==> src/ede_pkg.sv <==
// Shared types and constants for the Euclidean distance engine.
package ede_pkg;

    // Field widths of the streaming interface.
    localparam int ELEM_W  = 24;
    localparam int SUM_W   = 64;
    localparam int ROOT_W  = 32;
    localparam int COUNT_W = 11;

    // Derived datapath widths.
    localparam int MAG_W = ELEM_W + 1;
    localparam int SQ_W  = 2 * MAG_W;
    localparam int REM_W = ROOT_W + 2;

    // Depth of the queue between the accumulator and the square root unit.
    localparam int QUEUE_DEPTH = 2;

    // One input request: a pair of vector elements.
    typedef struct packed {
        logic signed [ELEM_W-1:0] elem_a;
        logic signed [ELEM_W-1:0] elem_b;
        logic                     last_element;
    } in_item_t;

    // One result request.
    typedef struct packed {
        logic [ROOT_W-1:0]  distance;
        logic               saturated;
        logic [COUNT_W-1:0] element_count;
    } out_item_t;

    // A finished accumulation waiting for its square root.
    typedef struct packed {
        logic [SUM_W-1:0]   square_sum;
        logic               saturated;
        logic [COUNT_W-1:0] element_count;
    } acc_entry_t;

endpackage

==> src/ede_front.sv <==
// Front part: accepts element pairs, squares the differences and accumulates.
module ede_front #(
    parameter int MAX_ELEMENTS = 1024
) (
    input  logic                clk,
    input  logic                rst_n,
    input  logic                norm_mode,
    input  logic                in_valid,
    output logic                in_stall,
    input  ede_pkg::in_item_t   in_data,
    input  logic                q_full,
    output logic                push,
    output ede_pkg::acc_entry_t push_entry
);
    import ede_pkg::*;

    localparam int               CNT_W   = $clog2(MAX_ELEMENTS + 1);
    localparam logic [CNT_W-1:0] CNT_MAX = CNT_W'(MAX_ELEMENTS);

    logic             advance;
    logic             accept;
    logic [MAG_W-1:0] diff;
    logic [MAG_W-1:0] mag;
    logic [SQ_W-1:0]  sq;
    logic [SUM_W:0]   sum_ext;
    logic [SUM_W-1:0] sum_sat;
    logic             ovf_new;
    logic [CNT_W-1:0] cnt_new;

    logic             s1_valid_reg;
    logic             s1_last_reg;
    logic [MAG_W-1:0] mag_reg;
    logic             s2_valid_reg;
    logic             s2_last_reg;
    logic [SQ_W-1:0]  sq_reg;
    logic [SUM_W-1:0] sum_reg;
    logic             ovf_reg;
    logic [CNT_W-1:0] cnt_reg;

    // The pipeline holds only when a finished vector cannot enter the queue.
    assign advance  = !(s2_valid_reg && s2_last_reg && q_full);
    assign in_stall = !advance;
    assign accept   = in_valid && advance;

    // Difference and its magnitude; norm mode takes the second element as zero.
    always_comb
    begin
        diff = {in_data.elem_a[ELEM_W-1], in_data.elem_a}
             - (norm_mode ? {MAG_W{1'b0}} : {in_data.elem_b[ELEM_W-1], in_data.elem_b});
        mag  = diff[MAG_W-1] ? (~diff + 1'b1) : diff;
    end

    // Square of the registered magnitude.
    assign sq = SQ_W'(mag_reg) * SQ_W'(mag_reg);

    // Saturating accumulation and saturating pair count.
    always_comb
    begin
        sum_ext = {1'b0, sum_reg} + (SUM_W + 1)'(sq_reg);
        sum_sat = sum_ext[SUM_W] ? {SUM_W{1'b1}} : sum_ext[SUM_W-1:0];
        ovf_new = ovf_reg | sum_ext[SUM_W];
        cnt_new = (cnt_reg == CNT_MAX) ? cnt_reg : cnt_reg + 1'b1;
    end

    // A vector is complete when its last pair reaches the accumulator.
    assign push                     = s2_valid_reg && s2_last_reg && !q_full;
    assign push_entry.square_sum    = sum_sat;
    assign push_entry.saturated     = ovf_new;
    assign push_entry.element_count = COUNT_W'(cnt_new);

    // Pipeline valid bits.
    always_ff @(posedge clk or negedge rst_n)
    begin
        if (!rst_n)
        begin
            s1_valid_reg <= 1'b0;
            s2_valid_reg <= 1'b0;
        end
        else if (advance)
        begin
            s1_valid_reg <= accept;
            s2_valid_reg <= s1_valid_reg;
        end
    end

    // Pipeline payload.
    always_ff @(posedge clk)
    begin
        if (advance)
        begin
            mag_reg     <= mag;
            s1_last_reg <= in_data.last_element;
            sq_reg      <= sq;
            s2_last_reg <= s1_last_reg;
        end
    end

    // Accumulator state, cleared after each finished vector.
    always_ff @(posedge clk or negedge rst_n)
    begin
        if (!rst_n)
        begin
            sum_reg <= '0;
            ovf_reg <= 1'b0;
            cnt_reg <= '0;
        end
        else if (advance && s2_valid_reg)
        begin
            if (s2_last_reg)
            begin
                sum_reg <= '0;
                ovf_reg <= 1'b0;
                cnt_reg <= '0;
            end
            else
            begin
                sum_reg <= sum_sat;
                ovf_reg <= ovf_new;
                cnt_reg <= cnt_new;
            end
        end
    end

endmodule

==> src/ede_queue.sv <==
// Short queue of finished accumulations between the front and the back part.
module ede_queue (
    input  logic                clk,
    input  logic                rst_n,
    input  logic                push,
    input  ede_pkg::acc_entry_t push_entry,
    output logic                full,
    input  logic                pop,
    output logic                head_valid,
    output ede_pkg::acc_entry_t head_entry
);
    import ede_pkg::*;

    localparam int PTR_W = (QUEUE_DEPTH > 1) ? $clog2(QUEUE_DEPTH) : 1;
    localparam int CNT_W = $clog2(QUEUE_DEPTH + 1);
    localparam logic [CNT_W-1:0] CNT_FULL = CNT_W'(QUEUE_DEPTH);
    localparam logic [PTR_W-1:0] PTR_LAST = PTR_W'(QUEUE_DEPTH - 1);

    acc_entry_t       slot_reg [QUEUE_DEPTH];
    logic [PTR_W-1:0] wr_ptr_reg;
    logic [PTR_W-1:0] rd_ptr_reg;
    logic [CNT_W-1:0] count_reg;

    assign full       = (count_reg == CNT_FULL);
    assign head_valid = (count_reg != '0);
    assign head_entry = slot_reg[rd_ptr_reg];

    // Entry storage.
    always_ff @(posedge clk)
    begin
        if (push)
        begin
            slot_reg[wr_ptr_reg] <= push_entry;
        end
    end

    // Pointers and fill count.
    always_ff @(posedge clk or negedge rst_n)
    begin
        if (!rst_n)
        begin
            wr_ptr_reg <= '0;
            rd_ptr_reg <= '0;
            count_reg  <= '0;
        end
        else
        begin
            if (push)
            begin
                wr_ptr_reg <= (wr_ptr_reg == PTR_LAST) ? '0 : wr_ptr_reg + 1'b1;
            end
            if (pop)
            begin
                rd_ptr_reg <= (rd_ptr_reg == PTR_LAST) ? '0 : rd_ptr_reg + 1'b1;
            end
            if (push && !pop)
            begin
                count_reg <= count_reg + 1'b1;
            end
            else if (pop && !push)
            begin
                count_reg <= count_reg - 1'b1;
            end
        end
    end

endmodule

==> src/ede_sqrt.sv <==
// Back part: digit-by-digit integer square root and the result register.
module ede_sqrt (
    input  logic                clk,
    input  logic                rst_n,
    input  logic                head_valid,
    input  ede_pkg::acc_entry_t head_entry,
    output logic                pop,
    output logic                out_valid,
    input  logic                out_stall,
    output ede_pkg::out_item_t  out_data
);
    import ede_pkg::*;

    localparam logic [1:0] ST_IDLE = 2'd0;
    localparam logic [1:0] ST_BUSY = 2'd1;
    localparam logic [1:0] ST_DONE = 2'd2;

    localparam int               STEP_W    = $clog2(ROOT_W);
    localparam logic [STEP_W-1:0] STEP_LAST = STEP_W'(ROOT_W - 1);

    logic [1:0]         state_reg;
    logic [STEP_W-1:0]  step_reg;
    logic [SUM_W-1:0]   rad_reg;
    logic [REM_W-1:0]   rem_reg;
    logic [ROOT_W-1:0]  root_reg;
    logic               sat_reg;
    logic [COUNT_W-1:0] cnt_reg;
    logic               out_valid_reg;
    out_item_t          out_data_reg;

    logic [REM_W-1:0]   rem_shift;
    logic [REM_W-1:0]   trial;
    logic               take;
    logic               out_free;
    logic               load_out;

    assign pop       = (state_reg == ST_IDLE) && head_valid;
    assign out_free  = !out_valid_reg || !out_stall;
    assign load_out  = (state_reg == ST_DONE) && out_free;
    assign out_valid = out_valid_reg;
    assign out_data  = out_data_reg;

    // One root bit per step: bring down two radicand bits and try a subtract.
    always_comb
    begin
        rem_shift = {rem_reg[REM_W-3:0], rad_reg[SUM_W-1:SUM_W-2]};
        trial     = {root_reg, 2'b01};
        take      = (rem_shift >= trial);
    end

    // Sequencer of the root unit.
    always_ff @(posedge clk or negedge rst_n)
    begin
        if (!rst_n)
        begin
            state_reg <= ST_IDLE;
            step_reg  <= '0;
        end
        else
        begin
            unique case (state_reg)
                ST_IDLE:
                begin
                    if (head_valid)
                    begin
                        state_reg <= ST_BUSY;
                        step_reg  <= '0;
                    end
                end
                ST_BUSY:
                begin
                    step_reg <= step_reg + 1'b1;
                    if (step_reg == STEP_LAST)
                    begin
                        state_reg <= ST_DONE;
                    end
                end
                ST_DONE:
                begin
                    if (out_free)
                    begin
                        state_reg <= ST_IDLE;
                    end
                end
                default:
                begin
                    state_reg <= ST_IDLE;
                end
            endcase
        end
    end

    // Root datapath.
    always_ff @(posedge clk)
    begin
        if (pop)
        begin
            rad_reg  <= head_entry.square_sum;
            rem_reg  <= '0;
            root_reg <= '0;
            sat_reg  <= head_entry.saturated;
            cnt_reg  <= head_entry.element_count;
        end
        else if (state_reg == ST_BUSY)
        begin
            rad_reg  <= {rad_reg[SUM_W-3:0], 2'b00};
            rem_reg  <= take ? (rem_shift - trial) : rem_shift;
            root_reg <= {root_reg[ROOT_W-2:0], take};
        end
    end

    // Result register, held while the receiver stalls.
    always_ff @(posedge clk or negedge rst_n)
    begin
        if (!rst_n)
        begin
            out_valid_reg <= 1'b0;
        end
        else if (load_out)
        begin
            out_valid_reg <= 1'b1;
        end
        else if (!out_stall)
        begin
            out_valid_reg <= 1'b0;
        end
    end

    always_ff @(posedge clk)
    begin
        if (load_out)
        begin
            out_data_reg.distance      <= root_reg;
            out_data_reg.saturated     <= sat_reg;
            out_data_reg.element_count <= cnt_reg;
        end
    end

endmodule

==> src/euclidean_distance_engine.sv <==
// Top level of the streaming Euclidean distance / L2 norm engine.
// Throughput: one element pair per cycle while in_stall is low; one sum is rooted at a time.
// The root unit works through 32 root steps for each result.
// Two finished vectors may wait in the queue before the input stalls.
// Reset (asynchronous, active low) clears the accumulator, queue, root unit and norm_mode.
// Pipeline and result payload registers are not reset.
module euclidean_distance_engine #(
    parameter int MAX_ELEMENTS = 1024
) (
    input  logic               clk,
    input  logic               rst_n,
    input  logic               cfg_we,
    input  logic               cfg_wdata,
    input  logic               in_valid,
    output logic               in_stall,
    input  ede_pkg::in_item_t  in_data,
    output logic               out_valid,
    input  logic               out_stall,
    output ede_pkg::out_item_t out_data
);
    import ede_pkg::*;

    logic       norm_mode_reg;
    logic       q_push;
    acc_entry_t q_push_entry;
    logic       q_full;
    logic       q_pop;
    logic       q_head_valid;
    acc_entry_t q_head_entry;

    // Mode register.
    always_ff @(posedge clk or negedge rst_n)
    begin
        if (!rst_n)
        begin
            norm_mode_reg <= 1'b0;
        end
        else if (cfg_we)
        begin
            norm_mode_reg <= cfg_wdata;
        end
    end

    // Accumulating front part.
    ede_front #(
        .MAX_ELEMENTS(MAX_ELEMENTS)
    ) u_front (
        .clk       (clk),
        .rst_n     (rst_n),
        .norm_mode (norm_mode_reg),
        .in_valid  (in_valid),
        .in_stall  (in_stall),
        .in_data   (in_data),
        .q_full    (q_full),
        .push      (q_push),
        .push_entry(q_push_entry)
    );

    // Queue of finished sums.
    ede_queue u_queue (
        .clk       (clk),
        .rst_n     (rst_n),
        .push      (q_push),
        .push_entry(q_push_entry),
        .full      (q_full),
        .pop       (q_pop),
        .head_valid(q_head_valid),
        .head_entry(q_head_entry)
    );

    // Square root back part.
    ede_sqrt u_sqrt (
        .clk       (clk),
        .rst_n     (rst_n),
        .head_valid(q_head_valid),
        .head_entry(q_head_entry),
        .pop       (q_pop),
        .out_valid (out_valid),
        .out_stall (out_stall),
        .out_data  (out_data)
    );

`ifndef SYNTH
    // The front never pushes into a full queue.
    assert property (@(posedge clk) disable iff (!rst_n) !(q_push && q_full))
        else $error("push into full queue");

    // A saturated sum always yields the largest root.
    assert property (@(posedge clk) disable iff (!rst_n)
        (out_valid && out_data.saturated) |-> (out_data.distance == {ROOT_W{1'b1}}))
        else $error("saturated result with wrong distance");

    // Every result counts at least one pair and no more than the limit.
    assert property (@(posedge clk) disable iff (!rst_n)
        out_valid |-> (out_data.element_count != '0
                       && out_data.element_count <= COUNT_W'(MAX_ELEMENTS)))
        else $error("element count out of range");

    // The root unit only takes a sum that is present.
    assert property (@(posedge clk) disable iff (!rst_n) q_pop |-> q_head_valid)
        else $error("pop from empty queue");
`endif

endmodule

==> config.mk <==
export PLATFORM = sky130hd
export DESIGN_NAME = euclidean_distance_engine
export DESIGN_NICKNAME = d
export VERILOG_FILES = /design/src/ede_pkg.sv /design/src/ede_front.sv /design/src/ede_queue.sv /design/src/ede_sqrt.sv /design/src/euclidean_distance_engine.sv
export SDC_FILE = /design/constraint.sdc
export NUM_CORES = 2
export LEC_CHECK = 0
export BUFFER_PORTS_ARGS = -buffer_cell sky130_fd_sc_hd__buf_2
export CAP_MARGIN = 20
export CORE_MARGIN = 3
export CORE_UTILIZATION = 35
export CTS_CLUSTER_SIZE = 28
export DETAILED_ROUTE_END_ITERATION = 6
export GPL_ROUTABILITY_DRIVEN = 0
export SLEW_MARGIN = 20
export SYNTH_ARGS = -nofsm -noshare
export SYNTH_HDL_FRONTEND = slang
export SYNTH_SLANG_ARGS = --single-unit
==> constraint.sdc <==
create_clock -name clk -period 10.1 [get_ports clk]
set_input_delay 2.02 -clock clk [delete_from_list [all_inputs] [get_ports clk]]
set_output_delay 2.02 -clock clk [all_outputs]
set_load 0.02 [all_outputs]
==> impl_metrics.toml <==
[run_status]
status = "completed"

[detailed_routing]
post_drt_wl_per_cell_um = 16.3
vias_per_cell = 4.92
dr.pass1.iters = 5
vias = 29000
ant_nets = 0
drc = 0
wl_mm = 96.5
drt_iter0_drc = 1748

[clock_network]
cts_tree = "done"
clock-sinks = 503
postCtsHoldBufs = 0
cts_setup_buffers = 0
cts_resized = 0
clk_pin_slew_worst_paths_ns = 0.06
h-tree-depth = 2
numCtsBuffers = 52
root_buffer = "clkbuf_16"
clockBufferDepth = 3
worstSkewPairLatency_ns = 0.61

[sta]
fin_setup_tns_ns = 0
hold_viol_final = 0
drv_slew = 0
min_period_over_period_pct = 81.6
rsz0062_at_grt = "no"
slew_headroom_pct = 24.6
setup_viol = 0
fmax_mhz = 121
timing.final.crit_period_ns = 8.24
fin_worst_skew_ns = 0.0407
tightest_slew_ns = 1.13

[layout]
multi_input_area_um2 = 25600
regArea_um2 = 14000
final_area_um2 = 46900
synthToLayoutAreaGrowth_pct = 9.08
layoutNonFillerInstCount = 5902
largest_reg_flops = 152
nets = 5077
fill_cells = 11800
drive_gt1_share_pct = 6.13
antennaDiodeCount = 0

[run]
maxCapViolations = 0

[placement]
dp_cells = 5805
portBuffers = 100
hpwl_mm = 73.3
dpl_cell_area_um2 = 45200

[worst_setup_path]
critical_path_class = "flop to flop"
cp-start-kind = "flop"
rrSetupSlack_ns = 1.86
r2r_start = "u_front.mag_reg[5]"
worstPathRequired_ns = 10.43
regToRegEndpoint = "u_front.sq_reg[47]"
r2r_cells = 23
cp-startpoint = "u_front.mag_reg[5]"
worstPathArrival_ns = 8.57
end_kind = "flop"
path_max_fanout = 26

[worst_hold_path]
hold_depth = 0
min_from = "u_sqrt.cnt_reg[2]"
hold_end = "u_sqrt.out_data[2]"
hold_class = "flop to flop"

[synthesis]
ys_types = 86
synth_commonest_cells = "inv_1 (765), fa_1 (471), nand2_1 (392)"
synth-main-ff-cell = "edfxtp_1"
synth_top_cell_area_share_pct = 24.3
synth-seq-cells = 503
syn_area_um2 = 43000
yosysMostFrequentCell = "inv_1"
synth_fp_nets = 5054
avgSynthCellArea_um2 = 10.2
synth_top_cell_by_area = "edfxtp_1"
postSynthCellCount = 4224
synth_area_leaders = "edfxtp_1 (24%), fa_1 (22%), ha_1 (8.8%)"
synth_edf_count = 348
yosysSeqAreaShare_pct = 32.6
synth_warnings = 0
synthArstFlopShare_pct = 18.1

[floorplan]
dieWidth_um = 357
ios = 101
row_count = 127
die_h_um = 357
initial_core_util_pct = 35.6
core_um2 = 121000
dieArea_um2 = 127000

[global_route]
antenna_found_initial = 0
grt_overflow = 0
grt_max_degree = 116
first_global_vias = 30200
grt_pass1_wl_mm = 161
gr-usage-all-layers_pct = 15.4
[how the worst max path moves through the flow]
stage | endpoint | cells after the start
4_1_cts | u_front.sq_reg[47] | 23
3_5_place_dp | u_front.sq_reg[47] | 24
2_1_floorplan | u_queue.slot_reg[0][0] | 6
5_1_grt | u_front.sq_reg[47] | 24
6_report | u_front.sq_reg[47] | 23
3_3_place_gp | u_front.sq_reg[47] | 25
[logic make-up after synthesis]
| logic type | synth area share, % |
|---|---|
| xor+xnor | 3.91 |
| simple gates | 10.7 |
| flops | 32.6 |
| compound gates | 11.4 |
| buf+inv | 8.09 |
| fa+ha+maj | 30.8 |
| mux | 2.56 |
[cell type report]
| type | instances | share of cell area (%) |
|---|---|---|
| Inverter | 766 | 6.13 |
| Sequential cell | 503 | 29.9 |
| Clock buffer | 70 | 3.03 |
| Clock inverter | 27 | 0.667 |
| Tap cell | 1612 | 4.30 |
| Timing Repair Buffer | 126 | 1.50 |
| Multi-Input combinational cell | 2798 | 54.5 |
[cell usage in the layout, fill, tap and decap left out, types with 121 or more instances in the layout]
cell type / count
nor2_1: 131
ha_1: 304
o21ai_0: 223
inv_1: 764
and2_1: 143
fa_1: 471
xnor2_1: 121
a21oi_1: 177
edfxtp_1: 348
nand2_1: 390
[per-layer routing]
layer | vias up | track usage, % | wire length [um]
met5 | - | 0 | 0
li1 | 14000 | - | -
met4 | 0 | 3.35 | 1960
met1 | 14300 | 21.5 | 44900
met3 | 125 | 1.54 | 3780
met2 | 610 | 26.0 | 45800
[critical path, cell delays in order, from the launching register on]
cell,delay [ns]
edfxtp_1,1.04
nand2_1,0.28
fa_1,0.62
inv_1,0.06
fa_1,0.53
inv_1,0.05
fa_1,0.46
fa_1,0.53
inv_1,0.06
fa_1,0.47
fa_1,0.55
inv_1,0.06
fa_1,0.53
inv_1,0.04
ha_1,0.34
and2_1,0.22
a41oi_1,0.21
nand2_1,0.11
a22oi_1,0.48
a21oi_1,0.22
a221oi_1,0.46
o21ai_1,0.20
a311oi_1,0.34
xnor2_1,0.09
[per-stage QoR]
stage / util (%) / hold slack [ns] / setup slack (ns)
2_1_floorplan: - / 0.400 / 0.0403
3_3_place_gp: 37.4 / 0.404 / 2.03
3_5_place_dp: 37.4 / 0.405 / 1.90
4_1_cts: 38.8 / 0.420 / 1.86
5_1_grt: 38.8 / 0.427 / 1.29
6_report: 38.8 / 0.418 / 1.86
Power is left out: the tool's default activity adds up to more than one toggle a clock period on the data nets, which glitch-free logic cannot reach.
